**config.mk**
```make
export PLATFORM = sky130hd
export DESIGN_NAME = nmea_gga_position_extractor
export DESIGN_NICKNAME = d
export VERILOG_FILES = /design/src/sv/gga_pkg.sv /design/src/sv/gga_parse.sv /design/src/sv/gga_burst.sv /design/src/sv/nmea_gga_position_extractor.sv
export SDC_FILE = /design/constraint.sdc
export NUM_CORES = 1
export LEC_CHECK = 0
export BUFFER_PORTS_ARGS = -buffer_cell sky130_fd_sc_hd__clkbuf_2
export CAP_MARGIN = 20
export CORE_MARGIN = 2
export CORE_UTILIZATION = 63
export CTS_CLUSTER_SIZE = 25
export DETAILED_ROUTE_END_ITERATION = 16
export PLACE_DENSITY = 0.81
export SLEW_MARGIN = 20
export SYNTH_ARGS = -nofsm -noshare
export SYNTH_HDL_FRONTEND = slang
export SYNTH_HIERARCHICAL = 1
export SYNTH_SLANG_ARGS = --single-unit
```
**constraint.sdc**
```tcl
create_clock -name i_clk -period 7.25 [get_ports i_clk]
set_clock_uncertainty 0.2 [all_clocks]
set_input_delay 1.8125 -clock i_clk [delete_from_list [all_inputs] [get_ports i_clk]]
set_output_delay 1.8125 -clock i_clk [all_outputs]
set_load 0.01 [all_outputs]
```
**src/sv/gga_pkg.sv**
```systemverilog
package gga_pkg;

    // ascii codes used by the parser and the formatter
    localparam logic [7:0] CH_COMMA  = 8'h2C;
    localparam logic [7:0] CH_SPACE  = 8'h20;
    localparam logic [7:0] CH_CR     = 8'h0D;
    localparam logic [7:0] CH_LF     = 8'h0A;
    localparam logic [7:0] CH_DOLLAR = 8'h24;
    localparam logic [7:0] CH_G      = 8'h47;
    localparam logic [7:0] CH_P      = 8'h50;
    localparam logic [7:0] CH_A      = 8'h41;
    localparam logic [7:0] CH_L      = 8'h4C;
    localparam logic [7:0] CH_O      = 8'h4F;

    localparam logic [2:0] PREFIX_LEN  = 3'd6;
    localparam logic [2:0] SKIP_FIELDS = 3'd4;

    // parser phases
    typedef enum logic [3:0] {
        PH_HUNT  = 4'd0,
        PH_MATCH = 4'd1,
        PH_TIME  = 4'd2,
        PH_LAT   = 4'd3,
        PH_HEMI  = 4'd4,
        PH_LON   = 4'd5,
        PH_SKIP  = 4'd6,
        PH_ALT   = 4'd7
    } t_phase;

    // kinds of output run produced by one input byte
    typedef enum logic [2:0] {
        BK_BYTE   = 3'd0,
        BK_END    = 3'd1,
        BK_TAG_LA = 3'd2,
        BK_SEP_LO = 3'd3,
        BK_SEP_AL = 3'd4
    } t_kind;

    // parser to formatter handoff
    typedef struct packed {
        logic       valid;
        t_kind      kind;
        logic [7:0] data;
    } t_burst;

    // expected byte of the "GPGGA," prefix
    function automatic logic [7:0] prefix_char(input logic [2:0] pos);
        logic [7:0] c;
        case (pos)
            3'd0:    c = CH_G;
            3'd1:    c = CH_P;
            3'd2:    c = CH_G;
            3'd3:    c = CH_G;
            3'd4:    c = CH_A;
            default: c = CH_COMMA;
        endcase
        return c;
    endfunction

    // index of the final byte of a run
    function automatic logic [2:0] burst_last_idx(input t_kind kind);
        logic [2:0] n;
        case (kind)
            BK_TAG_LA: n = 3'd2;
            BK_SEP_LO: n = 3'd5;
            BK_SEP_AL: n = 3'd5;
            default:   n = 3'd0;
        endcase
        return n;
    endfunction

    // byte at position idx of a run
    function automatic logic [7:0] burst_byte(input t_kind kind, input logic [7:0] data,
                                              input logic [2:0] idx);
        logic [7:0] c;
        logic [7:0] c1;
        logic [7:0] c2;
        c1 = (kind == BK_SEP_AL) ? CH_A : CH_L;
        c2 = (kind == BK_SEP_LO) ? CH_O : ((kind == BK_SEP_AL) ? CH_L : CH_A);
        case (kind)
            BK_BYTE: c = data;
            BK_END:  c = CH_COMMA;
            BK_TAG_LA: begin
                case (idx)
                    3'd0:    c = CH_L;
                    3'd1:    c = CH_A;
                    default: c = CH_SPACE;
                endcase
            end
            default: begin
                case (idx)
                    3'd0:    c = CH_COMMA;
                    3'd1:    c = CH_CR;
                    3'd2:    c = CH_LF;
                    3'd3:    c = c1;
                    3'd4:    c = c2;
                    default: c = CH_SPACE;
                endcase
            end
        endcase
        return c;
    endfunction

endpackage

```
**src/sv/gga_parse.sv**
```systemverilog
module gga_parse (
    input  logic                i_clk,
    input  logic                i_rst_n,
    input  logic                i_valid,
    input  logic [7:0]          i_byte,
    input  logic                i_consume,
    output gga_pkg::t_burst     o_burst
);

    gga_pkg::t_phase r_phase, n_phase;
    logic [2:0]      r_match_pos, n_match_pos;
    logic [2:0]      r_skipped, n_skipped;

    logic [2:0] match_idx;
    logic [2:0] match_inc;
    logic [2:0] skip_inc;
    logic       is_comma;

    assign is_comma  = (i_byte == gga_pkg::CH_COMMA);
    assign match_idx = (r_match_pos >= gga_pkg::PREFIX_LEN) ? 3'd0 : r_match_pos;
    assign match_inc = match_idx + 3'd1;
    assign skip_inc  = r_skipped + 3'd1;

    // next state and the output run for the byte in hand
    always_comb begin
        n_phase        = r_phase;
        n_match_pos    = r_match_pos;
        n_skipped      = r_skipped;
        o_burst.valid  = 1'b0;
        o_burst.kind   = gga_pkg::BK_BYTE;
        o_burst.data   = i_byte;
        case (r_phase)
            gga_pkg::PH_MATCH: begin
                if (i_byte == gga_pkg::prefix_char(match_idx)) begin
                    if (match_inc >= gga_pkg::PREFIX_LEN) begin
                        n_match_pos = 3'd0;
                        n_phase     = gga_pkg::PH_TIME;
                    end else begin
                        n_match_pos = match_inc;
                    end
                end else if (i_byte == gga_pkg::CH_DOLLAR) begin
                    n_match_pos = 3'd0;
                end else begin
                    n_match_pos = 3'd0;
                    n_phase     = gga_pkg::PH_HUNT;
                end
            end
            gga_pkg::PH_TIME: begin
                if (is_comma) begin
                    o_burst.valid = 1'b1;
                    o_burst.kind  = gga_pkg::BK_TAG_LA;
                    n_phase       = gga_pkg::PH_LAT;
                end
            end
            gga_pkg::PH_LAT: begin
                o_burst.valid = 1'b1;
                if (is_comma) begin
                    o_burst.kind = gga_pkg::BK_SEP_LO;
                    n_phase      = gga_pkg::PH_HEMI;
                end
            end
            gga_pkg::PH_HEMI: begin
                if (is_comma) begin
                    n_phase = gga_pkg::PH_LON;
                end
            end
            gga_pkg::PH_LON: begin
                o_burst.valid = 1'b1;
                if (is_comma) begin
                    o_burst.kind = gga_pkg::BK_SEP_AL;
                    n_skipped    = 3'd0;
                    n_phase      = gga_pkg::PH_SKIP;
                end
            end
            gga_pkg::PH_SKIP: begin
                if (is_comma) begin
                    if (skip_inc >= gga_pkg::SKIP_FIELDS) begin
                        n_skipped = 3'd0;
                        n_phase   = gga_pkg::PH_ALT;
                    end else begin
                        n_skipped = skip_inc;
                    end
                end
            end
            gga_pkg::PH_ALT: begin
                o_burst.valid = 1'b1;
                if (is_comma) begin
                    o_burst.kind = gga_pkg::BK_END;
                    n_phase      = gga_pkg::PH_HUNT;
                end
            end
            default: begin
                n_phase = gga_pkg::PH_HUNT;
                if (i_byte == gga_pkg::CH_DOLLAR) begin
                    n_match_pos = 3'd0;
                    n_phase     = gga_pkg::PH_MATCH;
                end
            end
        endcase
        if (!i_valid) begin
            o_burst.valid = 1'b0;
        end
    end

    // parser state advances when the byte is consumed
    always_ff @(posedge i_clk) begin
        if (!i_rst_n) begin
            r_phase     <= gga_pkg::PH_HUNT;
            r_match_pos <= 3'd0;
            r_skipped   <= 3'd0;
        end else if (i_consume) begin
            r_phase     <= n_phase;
            r_match_pos <= n_match_pos;
            r_skipped   <= n_skipped;
        end
    end

endmodule

```
**src/sv/gga_burst.sv**
```systemverilog
module gga_burst (
    input  logic            i_clk,
    input  logic            i_rst_n,
    input  gga_pkg::t_burst i_burst,
    output logic            o_free,
    output logic            o_tvalid,
    input  logic            i_tready,
    output logic [7:0]      o_tdata,
    output logic            o_tlast
);

    logic            r_valid;
    gga_pkg::t_kind  r_kind;
    logic [7:0]      r_data;
    logic [2:0]      r_idx;

    logic last_byte;
    logic take;

    assign last_byte = (r_idx == gga_pkg::burst_last_idx(r_kind));
    assign take      = r_valid && i_tready;
    assign o_free    = !r_valid || (take && last_byte);

    // output bytes are decoded from the held run
    assign o_tvalid = r_valid;
    assign o_tdata  = gga_pkg::burst_byte(r_kind, r_data, r_idx);
    assign o_tlast  = (r_kind == gga_pkg::BK_END);

    // run control: load a new run or step through the held one
    always_ff @(posedge i_clk) begin
        if (!i_rst_n) begin
            r_valid <= 1'b0;
            r_idx   <= 3'd0;
        end else if (o_free) begin
            r_valid <= i_burst.valid;
            r_idx   <= 3'd0;
        end else if (take) begin
            r_idx   <= r_idx + 3'd1;
        end
    end

    // run payload
    always_ff @(posedge i_clk) begin
        if (o_free && i_burst.valid) begin
            r_kind <= i_burst.kind;
            r_data <= i_burst.data;
        end
    end

endmodule

```
**src/sv/nmea_gga_position_extractor.sv**
```systemverilog
// Extracts position from NMEA GGA sentences in a serial byte stream. Input bytes
// arrive on the slave side; the block waits for '$' and "GPGGA,", skips the time
// field and emits "LA <latitude>,\r\nLO <longitude>,\r\nAL <altitude>," on the
// master side, tlast marking the final comma. One byte is accepted per clock while
// the output keeps up. The comma that ends the time field emits a 3-byte tag and a
// latitude or longitude ending comma emits a 6-byte separator; the output register
// plays these out one byte a cycle while the receiver is ready, and a following byte
// with output of its own is held off until the run has played out. An accepted byte
// passes through the input register and the run register before it is output.
module nmea_gga_position_extractor (
    input  logic       i_clk,
    input  logic       i_rst_n,
    input  logic       s_axis_tvalid,
    output logic       s_axis_tready,
    input  logic [7:0] s_axis_tdata,   // [7:0] rx_byte
    output logic       m_axis_tvalid,
    input  logic       m_axis_tready,
    output logic [7:0] m_axis_tdata,   // [7:0] out_byte
    output logic       m_axis_tlast    // msg_end
);

    logic            r_in_valid;
    logic [7:0]      r_in_byte;
    logic            consume;
    logic            free;
    gga_pkg::t_burst burst;

    // a byte with no output moves on even while a run drains
    assign consume       = r_in_valid && (free || !burst.valid);
    assign s_axis_tready = !r_in_valid || consume;

    // input register
    always_ff @(posedge i_clk) begin
        if (!i_rst_n) begin
            r_in_valid <= 1'b0;
        end else if (s_axis_tready) begin
            r_in_valid <= s_axis_tvalid;
        end
    end

    always_ff @(posedge i_clk) begin
        if (s_axis_tready && s_axis_tvalid) begin
            r_in_byte <= s_axis_tdata;
        end
    end

    gga_parse u_parse (
        .i_clk     (i_clk),
        .i_rst_n   (i_rst_n),
        .i_valid   (r_in_valid),
        .i_byte    (r_in_byte),
        .i_consume (consume),
        .o_burst   (burst)
    );

    gga_burst u_burst (
        .i_clk    (i_clk),
        .i_rst_n  (i_rst_n),
        .i_burst  (burst),
        .o_free   (free),
        .o_tvalid (m_axis_tvalid),
        .i_tready (m_axis_tready),
        .o_tdata  (m_axis_tdata),
        .o_tlast  (m_axis_tlast)
    );

endmodule

```
After elaboration in Yosys (flattened, before gate mapping)
Cells that the tools add are included.
W data, S select, Z words.

operators by class
  bitwise operators = 2
  reductions and logical operators = 23
  magnitude comparators = 3
  $add $sub $neg = 3
  multiplexer cells = 36
  eq/ne operators = 32

operators with widths
  operator               count
  $mux W4                13
  $pmux W8 S5            1
  $pmux W4 S7            1
  $mux W3                8
  $pmux W8 S3            1
  $pmux W7 S3            1
  $eq A3 B2 Y1 const B   6
  $pmux W3 S2            3
  $eq A4 B3 Y1 const B   4
  $eq A8 B6 Y1 const B   2
  $mux W8                2
  $pmux W4 S4            1
  $ne A2 B1 Y1 const B   7
  $pmux W7 S2            1
  $reduce_and A10 Y1     1
  $add A3 B1 Y3 const B  3
  $eq A3 B1 Y1 const B   3
  $eq A3 B3 Y1 const B   3
  $ge A3 B3 Y1 const B   3
  $logic_not A3 Y1       3
  $eq A4 B2 Y1 const B   2
  $eq A8 B8 Y1           1
  $reduce_or A6 Y1       1
  $logic_and A1 B1 Y1    5
  14 further kinds       23

word-level totals
  register bits after elaboration = 34
  bits of input ports = 12

Longest topological paths before layout
  depth after elaboration = 10
  mapped depth = 10
  mapped depth without buffers = 9

By module
Netlist, hierarchy kept.

by module, submodules not included
  module                       cells an instance  instances  area an instance (sq um)  seq. area each (sq um)
  gga_burst                    93                 1          978.4                     410.4
  gga_parse                    107                1          853.3                     180.2
  nmea_gga_position_extractor  15                 1          315.3                     260.2

Worst setup path after synthesis
OpenSTA, ideal clock, no wires.

  kind = input to output
  start = input port m_axis_tready
  end = output port s_axis_tready
  stages on the path = 4
  slack = 2.921 ns
  path buffers = 0
  arrival time = 2.317 ns
  cells stage by stage = inv_1 nor2_2 a21bo_1 nand3b_4

between the ends
  word-level cells in the longest chain between the ends = 6

ends and longest elaborated chain
  what                 line                               text
  start, declared      nmea_gga_position_extractor.sv:17  input logic m_axis_tready,
  $logic_and A1 B1 Y1  gga_burst.sv:21                    assign take = r_valid && i_tready;
  $logic_and A1 B1 Y1  gga_burst.sv:22                    assign o_free = !r_valid || (take && last_byte);
  $logic_or A1 B1 Y1   gga_burst.sv:22
  net free             nmea_gga_position_extractor.sv:25  logic free;
  $logic_or A1 B1 Y1   nmea_gga_position_extractor.sv:29  assign consume = r_in_valid && (free || !burst.valid);
  $logic_and A1 B1 Y1  nmea_gga_position_extractor.sv:29
  $logic_or A1 B1 Y1   nmea_gga_position_extractor.sv:30  assign s_axis_tready = !r_in_valid || consume;
  end, declared        nmea_gga_position_extractor.sv:14  output logic s_axis_tready,

The timed path passes the listed nets, and every way through them passes these cells.

Worst setup path in the final report
Same ends and word-level chain as after synthesis.

==> results.toml <==
[routing]
route.detailed.drc = 0
routed_wl_mm = 4.04
wl_per_cell_um = 14.8
drt_iter0_markers = 110
vias = 1653
viasPerCell = 6.05
first_pass_iters = 4
antenna_left = 0

[critical_path]
cp.depth = 6
critical_path.max_stage_delay_ps = 220
endpoint_kind = "output port"
cp.required_ps = 5240
worstSetupPathType = "in -> out"
path_common_cell = "clkbuf_2"
crit_slowest_cell = "nor2_2"
crit_arrival_ps = 2670
cp_cell_sequence = "clkbuf_2 > inv_1 > nor2_2 > a21bo_1 > nand3b_4 > clkbuf_2"
timing.rr.start = "u_burst/r_kind[0]"
worstPathBufferInverterCount = 3
critPathMaxFanout = 5
startpoint = "m_axis_tready"
reg2reg_depth = 9
cp-start-kind = "input port"
critical-path-top-delay-family = "simple AND/OR/NAND/NOR gates"

[logic_synthesis]
synth_async_sr_flop_share_pct = 0
synth-main-ff-cell = "edfxtp_1"
synth_edf_count = 19
synth.most_common_cell = "nand2_1"
synthCells = 215
synth_nets = 235
yosys.area.top_type = "edfxtp_1"
yosys_warnings = 6
synth_seq_cells = 33
syn_area_sq_um = 2150
synth_area_leaders = "edfxtp_1, dfxtp_1, ha_1"
synth.cells.most_frequent = "nand2_1, edfxtp_1, inv_1, dfxtp_1, nor2_1"
synth.top_cell.area_share_pct = 26.6
yosysSeqAreaShare_pct = 39.6
ys_types = 68
syn_area_per_cell_sq_um = 9.99

[sta]
grt_setup_unrepaired = "false"
fin_setup_tns_ps = 0
max_freq_mhz = 214
tightest_slew_ps = 924
setup_viol = 0
timing.final.hold_violations = 0
layout_min_cycle_time_ps = 4680
finalCritPeriodShare_pct = 64.6
maxSlewViolCount = 0
relSlewSlack_pct = 38.4

[worst_hold_path]
min_path_cells = 2
min_from = "u_parse/r_skipped[1]"
hold_class = "reg -> reg"

[grt]
grt_pass1_wl_mm = 7.17
grt_max_degree = 16
grt_pass1_vias = 1647
grt_usage_pct = 23.2
antenna_found_initial = 0
grt-ovfl-total = 0

[die]
dieArea_sq_um = 3890
pin_count = 23
core_area_sq_um = 3310
chipHeight_um = 62.4
die_x_um = 62.4
num_rows = 21
initial_core_util_pct = 64.9

[status]
status = "finished clean"

[power]
leakage_nw = 0.876
power_density_nw_per_um2 = 140
irDropWorstVdd_v = 0.000109

[clock_tree]
clk_latency_ps = 330
cts_tree = "yes"
cts-root-buf = "clkbuf_4"
clock_path_buffers = 2
numClockSinks = 33
cts_buffers = 5
clk_pin_slew_ps = 90
postCtsSetupBuffers = 0
hold_buffers = 0
postCtsResizedCells = 0
h-tree-depth = 2

[place]
io_buffer_count = 22
dp_cells = 265
place_congestion = 0.926
dpl_cell_area_sq_um = 2200
dpl.hpwl_mm = 3.06

[cells_and_area]
fillerInstances = 262
drive_gt1_share_pct = 21.1
area_delta_synth_final_pct = 4.84
fin_cells = 273
fin_area_sq_um = 2250
nets = 246
num_antenna_cells = 0

[flow_run]
cap_violations = 0
[cells in the final DEF (no fill, tap or decap), types with 4 or more instances in the layout]
master     n
a211oi_1   4
a21boi_0   6
a21oi_1    7
clkbuf_2  22
clkbuf_4   5
dfxtp_1   14
edfxtp_1  19
ha_1       8
inv_1     16
mux2i_1    4
nand2_1   20
nor2_1    10
nor3_1     5
o21ai_0    4
[flip-flops by register name, summed over array words and instances (netlist names)]
signal	flops
r_in_byte	8
u_burst/r_data	8
u_burst/r_idx	3
u_burst/r_kind	3
u_burst/o_tvalid	1
u_parse/r_match_pos	3
r_in_valid	1
u_parse/r_skipped	3
u_parse/r_phase	3
[worst paths after layout]
kind	endpoint	slack, ps
max	s_axis_tready	2570
min	u_parse/r_skipped[1]	270
max reg2reg	u_parse/r_skipped[1]	3990
min reg2reg	u_parse/r_skipped[1]	270
[worst reg2reg max path: stages, from the launching register on]
cell,delay (ps)
edfxtp_1,610
and3b_1,290
or3_4,380
o22ai_4,220
a21bo_1,170
inv_1,40
a21boi_0,510
nand4_2,260
or3_1,370
a21boi_1,140
[layer usage]
layer	share of wire, %	GRT usage [%]	routed length, um	vias to the layer above
met5	0	0	0	-
met4	2.5	10.8	99	0
met3	3.3	4.50	134	9
met2	51	41.2	2060	32
met1	43	27.1	1740	798
li1	-	-	-	814
[cell type report]
cell class              count  area (sq um)  area share, %
well taps                  46          57.6           2.56
inverters                  16          60.1           2.67
clock buffers               7          45.0           2.00
clock inverters             1          3.75          0.167
repair buffers             22           110           4.89
multi-input cells         148          1120           49.9
flip-flops and latches     33           851           37.8
[logic make-up (layout without fill, tap and decap cells)]
logic type                 after synthesis  count (layout)  share of synthesized area, %
AOI/OAI and AO/OA                       54              54                          20.6
xor gates and xnor gates                 5               5                          2.04
adders and majority gates                9               9                          5.19
buffers and inverters                   34              46                          8.04
DFF                                     33              33                          39.6
muxes                                    4               4                          1.86
and+or+nand+nor                         76              76                          22.7
[metrics by stage]
stage,hold slack [ps],total power (W),util (%),setup WS (ps)
floorplan,234,0.000224,-,2920
global placement,242,0.000226,66.5,2630
detailed placement,262,0.000226,66.5,2580
CTS,274,0.000320,68.0,2570
global route,320,0.000333,68.0,2500
finish,271,0.000315,68.0,2570
[power breakdown]
group / switching (W) / internal (W) / leakage, nW
sequential: 0.00000545 / 0.000202 / 0.298
combinational: 0.00000745 / 0.00000683 / 0.551
clock: 0.0000560 / 0.0000372 / 0.0269
total: 0.0000689 / 0.000246 / 0.876
Power figures use the tool's default switching activity.
